$ cat src/hw/rtl/spn_enc16_pkg.sv
// Shared constants and round functions for the 16-bit SPN block cipher.
package spn_enc16_pkg;

  // Block and key geometry
  localparam int unsigned BLOCK_W   = 16;
  localparam int unsigned NIBBLES   = BLOCK_W / 4;
  localparam int unsigned ROUNDS    = 4;
  localparam int unsigned KEY_COUNT = 4;
  localparam int unsigned KEY_SEL_W = $clog2(KEY_COUNT);
  localparam int unsigned CFG_IDX_W = 8;

  typedef logic [BLOCK_W-1:0] block_t;
  typedef block_t [KEY_COUNT-1:0] key_set_t;

  // Every round key comes out of reset as one
  localparam block_t KEY_RESET = block_t'(1);

  // 4-bit substitution box
  function automatic logic [3:0] sbox(input logic [3:0] nib);
    logic [3:0] res;
    case (nib)
      4'h0: res = 4'h4;
      4'h1: res = 4'h3;
      4'h2: res = 4'h6;
      4'h3: res = 4'h2;
      4'h4: res = 4'hF;
      4'h5: res = 4'h5;
      4'h6: res = 4'h8;
      4'h7: res = 4'h9;
      4'h8: res = 4'hD;
      4'h9: res = 4'hE;
      4'hA: res = 4'hC;
      4'hB: res = 4'hB;
      4'hC: res = 4'hA;
      4'hD: res = 4'h1;
      4'hE: res = 4'h0;
      default: res = 4'h7;
    endcase
    return res;
  endfunction

  // Destination bit of each source bit in the permutation layer
  function automatic logic [3:0] perm_dest(input logic [3:0] src);
    logic [3:0] res;
    case (src)
      4'd0:  res = 4'd15;
      4'd1:  res = 4'd2;
      4'd2:  res = 4'd11;
      4'd3:  res = 4'd4;
      4'd4:  res = 4'd9;
      4'd5:  res = 4'd0;
      4'd6:  res = 4'd7;
      4'd7:  res = 4'd8;
      4'd8:  res = 4'd6;
      4'd9:  res = 4'd10;
      4'd10: res = 4'd1;
      4'd11: res = 4'd12;
      4'd12: res = 4'd14;
      4'd13: res = 4'd3;
      4'd14: res = 4'd13;
      default: res = 4'd5;
    endcase
    return res;
  endfunction

endpackage

$ cat src/hw/rtl/spn_block_encrypt16_top.sv
// Top level of the 16-bit SPN block cipher: key registers, round chain, handshake.
//
// Each plaintext transaction is latched into an input register, runs through
// key whitening and three combinational rounds, and lands in the result
// register; one block can be accepted every cycle unless both slots are full
// and out_ready_i is low. The input register is a second slot: while a
// ciphertext waits for out_ready_i, one more plaintext is taken and held.
// Round keys are written through cfg_we_i / cfg_idx_i / cfg_wdata_i (index 0
// to 3, other indexes ignored), reset to 1, and must only be changed while
// no block is in flight.
module spn_block_encrypt16_top
  import spn_enc16_pkg::*;
(
  input  logic                 clk_i,
  input  logic                 rst_ni,
  input  logic                 cfg_we_i,
  input  logic [CFG_IDX_W-1:0] cfg_idx_i,
  input  logic [BLOCK_W-1:0]   cfg_wdata_i,
  input  logic                 in_valid_i,
  output logic                 in_ready_o,
  input  logic [BLOCK_W-1:0]   plaintext_i,
  output logic                 out_valid_o,
  input  logic                 out_ready_i,
  output logic [BLOCK_W-1:0]   ciphertext_o
);

  key_set_t keys;

  logic   in_valid_q;
  block_t in_data_q;
  logic   out_valid_q;
  block_t out_data_q;
  logic   advance;

  block_t stage [ROUNDS];

  spn_enc16_keys u_keys (
    .clk_i       (clk_i),
    .rst_ni      (rst_ni),
    .cfg_we_i    (cfg_we_i),
    .cfg_idx_i   (cfg_idx_i),
    .cfg_wdata_i (cfg_wdata_i),
    .keys_o      (keys)
  );

  // Whitening, then the round chain; key index saturates at the last key
  assign stage[0] = in_data_q ^ keys[0];

  for (genvar r = 1; r < ROUNDS; r++) begin : g_round
    localparam int unsigned KeySel = (r < KEY_COUNT) ? r : KEY_COUNT - 1;
    spn_enc16_round u_round (
      .data_i (stage[r-1]),
      .key_i  (keys[KeySel]),
      .data_o (stage[r])
    );
  end

  // Move the input slot forward when the result slot is free or draining
  assign advance    = !out_valid_q || out_ready_i;
  assign in_ready_o = !in_valid_q || advance;

  always_ff @(posedge clk_i or negedge rst_ni) begin
    if (!rst_ni) begin
      in_valid_q  <= 1'b0;
      out_valid_q <= 1'b0;
    end else begin
      if (in_ready_o) begin
        in_valid_q <= in_valid_i;
      end
      if (advance) begin
        out_valid_q <= in_valid_q;
      end
    end
  end

  // Payload registers
  always_ff @(posedge clk_i) begin
    if (in_ready_o && in_valid_i) begin
      in_data_q <= plaintext_i;
    end
    if (advance && in_valid_q) begin
      out_data_q <= stage[ROUNDS-1];
    end
  end

  assign out_valid_o  = out_valid_q;
  assign ciphertext_o = out_data_q;

  // A block in the input slot reaches the output in the cycle after it moves
  a_input_reaches_output : assert property (
    @(posedge clk_i) disable iff (!rst_ni)
    (in_valid_q && advance) |=> out_valid_q
  ) else $error("queued block did not reach the result register");

  // Never accept while both slots are full and the output is stalled
  a_no_overrun : assert property (
    @(posedge clk_i) disable iff (!rst_ni)
    (in_valid_q && out_valid_q && !out_ready_i) |-> !in_ready_o
  ) else $error("input accepted while both slots are occupied");

  // Loaded ciphertext matches the round chain output of the previous cycle
  a_result_load : assert property (
    @(posedge clk_i) disable iff (!rst_ni)
    (in_valid_q && advance) |=> (ciphertext_o == $past(stage[ROUNDS-1]))
  ) else $error("result register not loaded from the round chain");

endmodule

$ cat src/hw/rtl/spn_enc16_keys.sv
// Round key register file written through the configuration port.
module spn_enc16_keys
  import spn_enc16_pkg::*;
(
  input  logic                 clk_i,
  input  logic                 rst_ni,
  input  logic                 cfg_we_i,
  input  logic [CFG_IDX_W-1:0] cfg_idx_i,
  input  logic [BLOCK_W-1:0]   cfg_wdata_i,
  output key_set_t             keys_o
);

  key_set_t key_q;

  // Load the addressed key; drop writes to unknown indexes
  always_ff @(posedge clk_i or negedge rst_ni) begin
    if (!rst_ni) begin
      for (int unsigned i = 0; i < KEY_COUNT; i++) begin
        key_q[i] <= KEY_RESET;
      end
    end else if (cfg_we_i) begin
      for (int unsigned i = 0; i < KEY_COUNT; i++) begin
        if (cfg_idx_i == CFG_IDX_W'(i)) begin
          key_q[i] <= cfg_wdata_i;
        end
      end
    end
  end

  assign keys_o = key_q;

endmodule

$ cat src/hw/rtl/spn_enc16_round.sv
// One cipher round: S-box on every nibble, bit permutation, key mix.
module spn_enc16_round
  import spn_enc16_pkg::*;
(
  input  block_t data_i,
  input  block_t key_i,
  output block_t data_o
);

  block_t sub;
  block_t perm;

  // Substitute each nibble
  always_comb begin
    for (int unsigned n = 0; n < NIBBLES; n++) begin
      sub[4*n +: 4] = sbox(data_i[4*n +: 4]);
    end
  end

  // Scatter each bit to its destination
  always_comb begin
    perm = '0;
    for (int unsigned b = 0; b < BLOCK_W; b++) begin
      perm[perm_dest(4'(b))] = sub[b];
    end
  end

  assign data_o = perm ^ key_i;

endmodule
$ cat config.mk
export PLATFORM = sky130hd
export DESIGN_NAME = spn_block_encrypt16_top
export DESIGN_NICKNAME = d
export VERILOG_FILES = /design/src/hw/rtl/spn_enc16_pkg.sv /design/src/hw/rtl/spn_block_encrypt16_top.sv /design/src/hw/rtl/spn_enc16_keys.sv /design/src/hw/rtl/spn_enc16_round.sv
export SDC_FILE = /design/constraint.sdc
export NUM_CORES = 1
export LEC_CHECK = 0
export BUFFER_PORTS_ARGS = -buffer_cell sky130_fd_sc_hd__buf_2
export CAP_MARGIN = 20
export CORE_MARGIN = 3
export CORE_UTILIZATION = 43
export CTS_CLUSTER_SIZE = 10
export DETAILED_ROUTE_END_ITERATION = 16
export GPL_TIMING_DRIVEN = 0
export SLEW_MARGIN = 10
export SYNTH_ARGS = -nofsm -noshare
export SYNTH_HDL_FRONTEND = slang
export SYNTH_SLANG_ARGS = --single-unit
$ cat constraint.sdc
create_clock -name clk_i -period 4.3 [get_ports clk_i]
set_clock_uncertainty 0.2 [all_clocks]
set_input_delay 0.645 -clock clk_i [delete_from_list [all_inputs] [get_ports clk_i]]
set_output_delay 0.645 -clock clk_i [all_outputs]
set_load 0.01 [all_outputs]
-- After elaboration in Yosys (flattened, before gate mapping)
Memories as Yosys holds them, arrays and structs flattened.
Index checks and enable logic that the tools add are counted.
- flip-flop bits (word level): 98
- ROM bits: 768
- output and inout port bits: 18
- memories: 12
- eq/ne operators: 3
- bitwise gates (word level): 4
- reduce and logical (&&, ||, !) cells: 11
- memories (name ; depth ; bits a word ; rd ports ; clocked after memory_dff ; write ports ; RTL line ; RTL):
    (no name shown) ; 16 ; 4 ; 1 ; 0 ; 0 ; spn_enc16_pkg.sv:21 ; case (nib)
    (no name shown) ; 16 ; 4 ; 1 ; 0 ; 0 ; spn_enc16_pkg.sv:21 ;
    (no name shown) ; 16 ; 4 ; 1 ; 0 ; 0 ; spn_enc16_pkg.sv:21 ;
    (no name shown) ; 16 ; 4 ; 1 ; 0 ; 0 ; spn_enc16_pkg.sv:21 ;
    (no name shown) ; 16 ; 4 ; 1 ; 0 ; 0 ; spn_enc16_pkg.sv:21 ;
    (no name shown) ; 16 ; 4 ; 1 ; 0 ; 0 ; spn_enc16_pkg.sv:21 ;
    6 more memories ; -- ; -- ; -- ; -- ; -- ; -- ;
- operators with widths (kind ; number):
    XOR 16 bit ; 4
    == test 8 x 2 -> 1 bit, second input constant ; 2
    == test 8 x 1 -> 1 bit, second input constant ; 1
    logical NOT 8 bit ; 1
    AND reduction 2 bit ; 4
    logical AND 1 bit ; 2
    logical NOT 1 bit ; 2
    logical OR 1 bit ; 2

-- Longest topological paths before layout
An unclocked memory read counts as a cell.
- depth after elaboration: 7
- gate-level depth with buffers: 19
- mapped depth without buffers: 19

-- Modules after synthesis
A second synthesis with hierarchy kept.
- cell total of the unflattened synthesis: 460
- area total of the unflattened synthesis: 6515.0 µm²
- by module, submodules not included (module ; instances ; cells each ; area an instance (µm²) ; seq. area each (µm²)):
    spn_enc16_round ; 3 ; 88 ; 943.4 ; 0.0
    spn_enc16_keys ; 1 ; 140 ; 2479.9 ; 1606.5
    spn_block_encrypt16_top ; 1 ; 56 ; 1204.9 ; 1011.0

-- Worst setup path before layout
OpenSTA, ideal clock, no wires.
- path type: register to register
- start: register u_keys.key_q, in the netlist u_keys.keys_o[1]
- end: register out_data_q[13], in the netlist ciphertext_o[13], data pin
- library setup time: 0.265 ns
- arrival time: 3.907 ns
- required time: 3.835 ns
- setup slack: -0.072 ns
- cell stages (with the launch flop): 18
- buffers on the path: 2
- cell sequence: dfrtp_1 xor2_1 nor4b_1 a221oi_4 xnor2_1 clkbuf_1 xnor2_1 o221ai_1 xnor2_1 inv_1 ha_1 clkbuf_1 nor2b_1 a221oi_1 a21oi_1 nor4_1 a22oi_1 xor2_1
- cells in the longest elaborated chain, start to end: 7
- elaborated cells on any way between the ends: 9
- those cells by class: 4 x bitwise; 5 x memory
- RTL lines (what ; RTL line ; RTL):
    start, declared ; spn_enc16_keys.sv:13 ; key_set_t key_q;
    start signal, assigned by index ; spn_enc16_keys.sv:24 ; key_q[i] <= cfg_wdata_i;
    XOR 16 bit * ; spn_block_encrypt16_top.sv:47 ; assign stage[0] = in_data_q ^ keys[0];
    memory (16 x 4 bit) * ; -- ;
    XOR 16 bit * ; spn_enc16_round.sv:28 ; assign data_o = perm ^ key_i;
    memory (16 x 4 bit) ; -- ;
    XOR 16 bit * ; spn_enc16_round.sv:28 ;
    memory (16 x 4 bit) * ; -- ;
    XOR 16 bit * ; spn_enc16_round.sv:28 ;
    named net g_round[3].u_round.data_o[13] ; spn_enc16_round.sv:7 ; output block_t data_o
    end signal, assigned ; spn_block_encrypt16_top.sv:82 ; out_data_q <= stage[ROUNDS-1];
    end, declared ; spn_block_encrypt16_top.sv:32 ; block_t out_data_q;
Mark *: on every way through the listed nets, which the timed path passes. The rest lies on a longest branch.
A chain may end at the register's enable or synchronous reset.

-- Worst setup path after layout
- start: register u_keys.key_q, in the netlist u_keys.keys_o[4]
- end: register out_data_q[13], in the netlist ciphertext_o[13], data pin
Same word-level chain as after synthesis.

==> flow_summary.json <==
{
  "synth.area.mux_share_pct": 18.28,
  "port_buffers": 62,
  "async_flop_share_pct": 67.35,
  "crit_family": "XOR/XNOR gates",
  "startpoint": "u_keys.keys_o[4]",
  "first_pass_iters": 7,
  "critPathMaxFanout": 6,
  "syn_area_um2": 6421,
  "initial_core_util_pct": 44.01,
  "synth_seq_area_share_pct": 40.76,
  "dr_total_vias": 4589,
  "design_area_um2": 7981,
  "synth_top_family_by_area": "multiplexers",
  "cp_num_buf_inv": 2,
  "yosysMostFrequentCell": "mux2_2",
  "grt-ovfl-total": 0,
  "max-vdd-ir-drop_v": 0.0002319,
  "synth-edff-count": 32,
  "crit_arrival_ps": 4160,
  "stdcell_count": 829,
  "cp.depth": 16,
  "power.density_nw_per_um2": 461.2,
  "syn_area_per_cell_um2": 11.89,
  "synth_area_leaders": "dfrtp_1 24%, edfxtp_1 15%, mux2_2 12%",
  "placed_cell_area_um2": 7019,
  "die-height_um": 128.2,
  "finalHoldViolations": 0,
  "worstPathCellList": "xor2_4, ha_4, mux4_2, xnor2_4, inv_2, nor3_4, a211o_1, xor2_4, ha_4, buf_6, nor2b_2, o211ai_1, a21oi_1, nor4_2, a22oi_1, xor2_1",
  "fmax_mhz": 234.8,
  "rsz0062_at_grt": "yes",
  "required_ps": 4200,
  "cts_root_buf": "clkbuf_16",
  "synth_top_area_share_pct": 24.16,
  "cts_tree": "yes",
  "clk_latency_ps": 350,
  "die_x_um": 128.2,
  "run_status": "completed",
  "io_pins": 63,
  "synth.distinct_cells": 63,
  "hold_class": "input pin to flop",
  "synthFlopType": "dfrtp_1",
  "crit_slowest_cell": "mux4_2",
  "avgViaCountPerCell": 5.536,
  "syn_to_final_growth_pct": 24.30,
  "rrSetupSlack_ps": 40,
  "crit_path_start_kind": "flop",
  "max_stage_delay_ps": 520,
  "clk_pin_slew_worst_paths_ps": 70,
  "dp.cells": 788,
  "synth_xor_area_share_pct": 12.84,
  "grt_pass1_vias": 4723,
  "yosys-top-cells-count": "67 x mux2_2, 62 x dfrtp_1, 39 x ha_1",
  "path_class": "flop to flop",
  "synth_compound_gate_area_share_pct": 9.061,
  "post_drt_wl_per_cell_um": 18.01,
  "reg2reg_depth": 16,
  "synthAdderAreaFrac_pct": 7.599,
  "track_usage_pct": 18.80,
  "cts_buffers": 9,
  "clock-sinks": 98,
  "core_area_um2": 14590,
  "gp_congestion": 0.8860,
  "drcViolationCount": 0,
  "post-route-min-period_ps": 4258,
  "fillers": 1200,
  "cts_buffer_depth": 2,
  "netlist_instances": 540,
  "cap_viol_max_count": 0,
  "drv_slew": 0,
  "ant_nets": 0,
  "dpl.hpwl_um": 10760,
  "synth_fp_nets": 624,
  "grt_pass1_wl_um": 24180,
  "ys_warn_count": 0,
  "placement_rows": 44,
  "setup_viol": 0,
  "ys_ff_latch": 98,
  "synth_area_leader_cell": "dfrtp_1",
  "routed_wl_um": 14930,
  "r2r-end": "ciphertext_o[13]",
  "antenna_cells": 0,
  "p_leak_nw": 3.491,
  "htreeDepth": 3,
  "synth-simple-area-share_pct": 8.885,
  "grt_start_max_net_pins": 51,
  "die-area_um2": 16440,
  "r2r-start": "u_keys.keys_o[4]",
  "endpoint_kind": "flop",
  "relSlewSlack_pct": 35.47,
  "period_share_pct": 99.03,
  "antenna_found_initial": 0,
  "endpoint": "ciphertext_o[13]",
  "drive_gt1_share_pct": 41.55,
  "worst_pin_slew_ps": 968.0,
  "nNetsFinal": 724,
  "drtIter0Drc": 173
}
==> final cells by class <==
cell class	instances	area [um^2]	area share [%]
Buffer	16	75.07	0.9406
Clock buffer	9	225.2	2.822
Clock inverter	7	53.80	0.6741
Inverter	26	97.59	1.223
Multi-Input combinational cell	399	4129	51.73
Sequential cell	98	2620	32.83
Tap cell	184	230.2	2.884
Timing Repair Buffer	90	550.5	6.898
==> flip-flops by register name (all words and copies together), names as in the netlist <==
name           cells
in_data_q         16
ciphertext_o      16
in_valid_q         1
u_keys.keys_o     64
out_valid_o        1
==> placed cells by master (no fill, tap or decap), types with 6 or more instances in the layout <==
cell type  instances
mux2_2            67
buf_2             62
dfrtp_1           60
ha_1              34
edfxtp_1          32
buf_4             27
mux2i_1           25
xnor2_1           23
inv_1             20
xor2_1            19
o21ai_0           16
xnor2_2           14
nor3_1            14
xor2_2            13
a21oi_1           13
nand2_1           13
nor2_1            12
clkbuf_1          10
xor2_4             9
nor4_1             9
clkbuf_16          9
nand4_1            8
mux4_2             7
o31ai_1            7
nand3_1            7
inv_2              6
==> power breakdown <==
part | switching, mW | internal [mW]
Clock | 0.371 | 0.395
Sequential | 0.0633 | 1.12
Combinational | 0.958 | 0.771
==> timing repair <==
item                                    in CTS  in global routing
pin swaps                                   16                 20
buffers inserted                            14                 11
gates resized for setup                     42                 39
endpoints found under the hold margin       16                  0
hold buffers                                 1                  0
endpoints found under the setup margin      13                 11
==> through the flow <==
step	hold WS (ps)	total power, mW	TNS [ps]	setup slack [ps]	utilization (%)
after floorplan	149.4	2.326	0	29.07	-
after global placement	261.6	2.629	-1995	-518.6	47.87
after detailed placement	279.0	2.714	-4157	-768.6	48.11
after CTS	254.6	3.596	-48.72	-48.72	52.57
after global routing	248.3	3.935	-134.7	-117.0	54.71
final	263.7	3.681	0	41.80	54.71
==> routing by layer <==
layer,GRT usage [%],routed length [um]
met3,3.500,530
met5,0,0
met4,7.678,478
met2,32.27,7660
met1,23.27,6258
==> cell families (layout without fill, tap and decap cells) <==
kind of cell	Yosys count	in the layout
compound gates	79	79
xor+xnor	83	83
fa+ha+maj	39	39
buf+inv	43	148
flops	98	98
mux	100	100
simple gates	98	98
==> how the worst min path moves through the flow <==
stage	startpoint	endpoint	slack, ps	cells past startpoint
floorplan	rst_ni	in_valid_q	150	0
global placement	in_valid_q	out_valid_o	260	1
detailed placement	in_valid_q	out_valid_o	280	1
CTS	plaintext_i[15]	in_data_q[15]	250	1
global route	plaintext_i[15]	in_data_q[15]	250	1
finish	plaintext_i[15]	in_data_q[15]	260	1
Note: power is estimated with default switching activity, not from simulation.
